<file path="src/design/simplex_tableau_solver_macros.svh">
// assertion helpers
`ifndef SIMPLEX_TABLEAU_SOLVER_MACROS_SVH
`define SIMPLEX_TABLEAU_SOLVER_MACROS_SVH
`define STS_ASSERT_IMP(label, clk, rst, a, c) \
   label: assert property (@(posedge clk) disable iff (rst) (a) |-> (c)) \
      else $error("label failed");
`define STS_ASSERT_NEXT(label, clk, rst, a, c) \
   label: assert property (@(posedge clk) disable iff (rst) (a) |=> (c)) \
      else $error("label failed");
`endif

</file>
<file path="src/design/sts_div.sv">
// signed 64 / 33 bit divider, one quotient bit per cycle, truncating toward zero
module sts_div (
   input  logic               clock,
   input  logic               reset,
   input  logic               start,
   input  logic signed [63:0] dividend,
   input  logic signed [32:0] divisor,
   output logic               done,
   output logic signed [63:0] quotient
);
   logic [63:0] quo_ff, quo_in;
   logic [64:0] rem_ff, rem_in;
   logic [63:0] den_ff;
   logic [6:0]  cnt_ff, cnt_in;
   logic        neg_ff, busy_ff, busy_in, done_ff, done_in;
   logic [64:0] trial;
   logic [63:0] abs_n, abs_d;

   assign abs_n = dividend[63] ? 64'(-dividend) : 64'(dividend);
   assign abs_d = divisor[32] ? 64'(-64'(divisor)) : 64'(64'(divisor));

   always_comb begin
      quo_in  = quo_ff;
      rem_in  = rem_ff;
      cnt_in  = cnt_ff;
      busy_in = busy_ff;
      done_in = 1'b0;
      trial   = {rem_ff[63:0], quo_ff[63]};
      if (start) begin
         quo_in  = abs_n;
         rem_in  = '0;
         cnt_in  = 7'd64;
         busy_in = 1'b1;
      end else if (busy_ff) begin
         quo_in = {quo_ff[62:0], 1'b0};
         rem_in = trial;
         if (trial >= {1'b0, den_ff}) begin
            rem_in    = trial - {1'b0, den_ff};
            quo_in[0] = 1'b1;
         end
         cnt_in = cnt_ff - 7'd1;
         if (cnt_ff == 7'd1) begin
            busy_in = 1'b0;
            done_in = 1'b1;
         end
      end
   end

   always_ff @(posedge clock) begin
      if (reset) begin
         busy_ff <= 1'b0;
         done_ff <= 1'b0;
         cnt_ff  <= '0;
      end else begin
         busy_ff <= busy_in;
         done_ff <= done_in;
         cnt_ff  <= cnt_in;
      end
      quo_ff <= quo_in;
      rem_ff <= rem_in;
      if (start) begin
         den_ff <= abs_d;
         neg_ff <= dividend[63] ^ divisor[32];
      end
   end

   assign done     = done_ff;
   assign quotient = neg_ff ? 64'(-quo_ff) : 64'(quo_ff);
endmodule

</file>
<file path="config.mk">
export PLATFORM = sky130hd
export DESIGN_NAME = sts_div
export DESIGN_NICKNAME = d
export VERILOG_FILES = /design/src/design/simplex_tableau_solver_macros.svh /design/src/design/sts_div.sv
export SDC_FILE = /design/constraint.sdc
export NUM_CORES = 1
export LEC_CHECK = 0
export ABC_AREA = 1
export BUFFER_PORTS_ARGS = -buffer_cell sky130_fd_sc_hd__buf_4
export CAP_MARGIN = 20
export CELL_PAD_IN_SITES_DETAIL_PLACEMENT = 2
export CELL_PAD_IN_SITES_GLOBAL_PLACEMENT = 2
export CORE_UTILIZATION = 36
export DETAILED_ROUTE_END_ITERATION = 8
export PLACE_DENSITY_LB_ADDON = 0.1
export SYNTH_ARGS = -nofsm -noshare
export SYNTH_HDL_FRONTEND = slang
export SYNTH_SLANG_ARGS = --single-unit
export TNS_END_PERCENT = 20
</file>
<file path="constraint.sdc">
create_clock -name clock -period 8.2 [get_ports clock]
set_input_delay 1.23 -clock clock [delete_from_list [all_inputs] [get_ports clock]]
set_output_delay 1.23 -clock clock [all_outputs]
set_load 0.01 [all_outputs]
</file>
# Yosys cells after proc, flatten, opt, wreduce, memory -nomap -nowiden
# Cells that the tools add are included.
# totals
in_bits	100
out_inout_bits	65
elab_cells	34
ff_bits	202
# classes
n_mux	13
n_bitwise	2
n_reduce_logical	3
addsub	5
n_eq_ne	1
n_lt_le_gt_ge	1
# ops
op	count
2-to-1 mux 64 bit	5
negator 64 bit	2
>= comparator 65 x 64 -> 1 bit	1
negator 33 -> 64 bit	1
subtractor 64 bit	1
2-to-1 mux 32 bit	1
2-to-1 mux 7 bit	2
equality test 7 x 1 -> 1 bit (second input constant)	1
subtractor 7 x 1 -> 7 bit (second input constant)	1
2-to-1 mux 1 bit	5
OR reduction 3 bit	1
nonzero test 2 bit	1
OR reduction 2 bit	1
NOT 1 bit	1
XOR 1 bit	1

# Depth between registers and ports, before layout
# depth
depth_word	4
depth_mapped	20
ltp_nobuf	18

# Least setup slack after synthesis
# OpenSTA, ideal clock, no wires.
# synth_timing
path_kind	input to register
start	input start
end	register quo_ff[0], enable pin
setup_ps	454
stages	4
slack_ps	4069
path_buffers	2
arrival_time_ps	3677
required_ps	7746
cell_sequence	clkbuf_1 > nor2_1 > clkinv_1 > clkbuf_1
# synth_between
elab_chain_len	1
# synth_rtl
item	line	source
from (decl)	sts_div.sv:5	input logic start,
nonzero test 2 bit (no line)	--	
to (signal assigned)	sts_div.sv:59	quo_ff <= quo_in;
to (decl)	sts_div.sv:11	logic [63:0] quo_ff, quo_in;
# Every way passes these cells.
# A chain may end at the register's enable or synchronous reset.

# Worst setup path in the final report
# layout_timing
start	register quo_ff[0]
end	output quotient[52]
# layout_between
elab_chain_len	2
# layout_rtl
item	line	source
negator 64 bit	sts_div.sv:68	assign quotient = neg_ff ? 64'(-quo_ff) : 64'(quo_ff);
2-to-1 mux 64 bit	sts_div.sv:68	
to (decl)	sts_div.sv:9	output logic signed [63:0] quotient
# Every way passes these cells.

==> out/qor.txt <==
Leakage: 11.1 nW
Clock-pin slew on the worst setup and hold paths: 60 ps
Final worst slack: 3740 ps
Vias: 21.0k
Slowest-stage cell, CP: edfxtp_1
Number of top-level pins: 165
CP Capture Type: output pin
Req. time, crit path: 6970 ps
Maximum capacitance violations: 0
First-pass GRT wire length: 138000 um
Worst Path Max Fanout: 5
Status: finished clean
Simple-gate share of the synthesized area: 39.5%
Most common cell in the synthesized netlist: nand2_1
Vias in the first global route: 23.6k
Post-synth EDFFs: 129
Worst hold endpoint: rem_ff[56]$_SDFFE_PP0P_
Crit path buffers/inverters: 2
Clock Path Buffers: 3
Cells on Worst Hold Path: 2
Initial Utilization: 36.4%
Hold Vio Cnt, Final: 0
Drt first pass iters: 5
FFs w/ async S/R, synth: 0%
NumNets Final: 3437
Initial antenna violation count: 1
Top cells by instance count after synthesis: nand2_1, inv_1, nor2_1
Critical path class: reg2out
Max Fclk: 224 MHz
Final Cycle Share: 54.4%
Compound-gate portion of the synthesized area: 7.21%
Power Density: 148 nW/um^2
CTS Hold Bufs: 0
Cell Rows: 84
Top cell type's share of synthesized area: 20.3%
Relative slew slack: 37.1%
Input/output buffers: 164
Die ar.: 54100 um^2
# setup viols final: 0
Main area contributors after synthesis: edfxtp_1, nand2_1, inv_1
Cell family with most CP delay: simple AND/OR/NAND/NOR gates
Unrepaired setup endpoints after global routing: no
Max incr delay on CP: 440 ps
Largest net degree at the start of global routing: 69
Reg2reg start: den_ff[56]$_SDFFCE_PN0P_
Die Ht: 233 um
Post-Synthesis Cell Area: 19100 um^2
HP Start: rem_ff[56]$_SDFFE_PP0P_
Synthesized area per cell: 6.17 um^2
Top FF cell, synth: edfxtp_1
Path depth of the worst reg2reg path: 14
Mux contribution to synthesized area: 0%
Worst hold slack: 485 ps
DP HPWL: 72300 um
Tot Pwr: 3.24 mW
DRC Markers: 0
Iter 0 DRT Violations: 974
Routability cong.: 0.979
Routed vias/inst: 5.28
CP Cell Sequence: inv_1, ha_1, nand2_1, nor2_1, nand2_1, nor2_1, nand3_1, o21ai_2, o21ai_1, nor2_1, xor2_1, buf_4
CTS Sinks: 202
GRT overflow: 0
Share of layout cells above drive strength 1: 9.22%
Area growth, synth to finish: 14.5%
Fraction of the yosys area taken by sequential cells: 27.9%
Core area: 52600 um^2
Setup Total Neg Slack: 0 ps
Latest clock arrival within the worst-skew pair: 580 ps
# Post-CTS Setup Buffers: 0
WP data arrival: 3230 ps
Post-cts resize count: 0
Hold crit path type: reg2reg
Post-route ant nets: 0
Largest family of logic cells by synthesized area: simple AND/OR/NAND/NOR gates
CTS tree: built
Pins Over Slew Limit: 0
Antenna diode count: 0
Most used cell, CP: nor2_1
CTS Buf Count: 26
FF+latch count, synth: 202
H-tree levels: 1
Setup crit start kind: flip-flop
WL/cell: 22.7 um
Dpl ws: 4320 ps
Routed WL: 90400 um
Clk Tree Root Cell: clkbuf_16
Synth Warn #: 0
Worst slew pin tran: 944 ps
R2R Setup Slk: 4510 ps
Fin crit period: 4460 ps
Die width: 233 um
Top cell type by total area after synthesis: edfxtp_1
Synth Instances: 3101
Synth cell types: 46
Post-Synth XOR/XNOR Area: 7.28%
VDD IR max: 0.000178 V
Clk_skew: 33.9 ps
GRT Overall Usage: 33.3%
Adder-cell share of the synthesized area: 4.62%
End of the worst register-to-register path: rem_ff[23]$_SDFFE_PP0P_
==> stage by stage <==
step | cells | area (um^2) | utilization (%)
4_1_cts | 3975 | 21900 | 41.7
5_1_grt | 3975 | 21900 | 41.7
3_5_place_dp | 3927 | 21000 | 40.0
6_report | 3975 | 21900 | 41.7
2_1_floorplan | 3131 | 19200 | -
3_3_place_gp | 3927 | 21000 | 40.0
==> cells in the final DEF (no fill, tap or decap), drive strengths merged, types with 50 or more instances in the layout <==
cell / count
o21ai: 146
ha: 69
a21oi: 72
edfxtp: 129
nand4: 60
nor2: 312
nand2: 1029
xnor2: 50
buf: 176
dfxtp: 73
nor3: 53
nand3: 235
xor2: 109
inv: 577
==> layout make-up <==
| cell class | count | area (um^2) |
|---|---|---|
| Clock buffer | 33 | 687 |
| Multi-Input combinational cell | 2278 | 11300 |
| Inverter | 583 | 2190 |
| Tap cell | 688 | 861 |
| Clock inverter | 15 | 175 |
| Fill cell | 6618 | 30600 |
| Sequential cell | 202 | 5340 |
| Timing Repair Buffer | 176 | 1320 |
==> registers in the layout (all words and copies together) (netlist names) <==
register and count:
busy_ff 1, cnt_ff 7, den_ff 64, done 1
neg_ff 1, quo_ff 64, rem_ff 64
==> worst max-delay path by stage <==
stage / startpoint / depth (start not counted) / end
2_1_floorplan: start / 4 / quo_ff[0]$_DFFE_PP_
3_3_place_gp: dividend[0] / 12 / quo_ff[30]$_DFFE_PP_
3_5_place_dp: dividend[1] / 12 / quo_ff[30]$_DFFE_PP_
4_1_cts: quo_ff[0]$_DFFE_PP_ / 12 / quotient[48]
5_1_grt: quo_ff[0]$_DFFE_PP_ / 15 / quotient[46]
6_report: quo_ff[0]$_DFFE_PP_ / 12 / quotient[52]
==> logic make-up after synthesis <==
logic type | after synthesis
buffers and inverters | 651
xor gates and xnor gates | 159
DFF | 202
adders and majority gates | 70
other | 1
and+or+nand+nor | 1763
AOI/OAI and AO/OA | 255
==> worst min-delay path: stages (launching register included) <==
cell	delay, ps
dfxtp_1	320
nand2_1	70
nand2_1	50
==> layer usage <==
metal	vias to the layer above	GRT usage, %	wire, um
met5	-	0	0
met4	0	14.2	4080
met3	173	2.46	2250
met2	385	63.1	47100
met1	10425	37.9	37000
li1	10022	-	-
==> power breakdown <==
part / switching, mW / internal (mW) / total, mW / leakage [nW]
combinational: 0.530 / 0.272 / 0.803 / 8.81
clock: 0.513 / 0.692 / 1.21 / 0.418
sequential: 0.0626 / 1.17 / 1.23 / 1.88
total: 1.11 / 2.14 / 3.24 / 11.1
(Power assumes the default switching activity.)
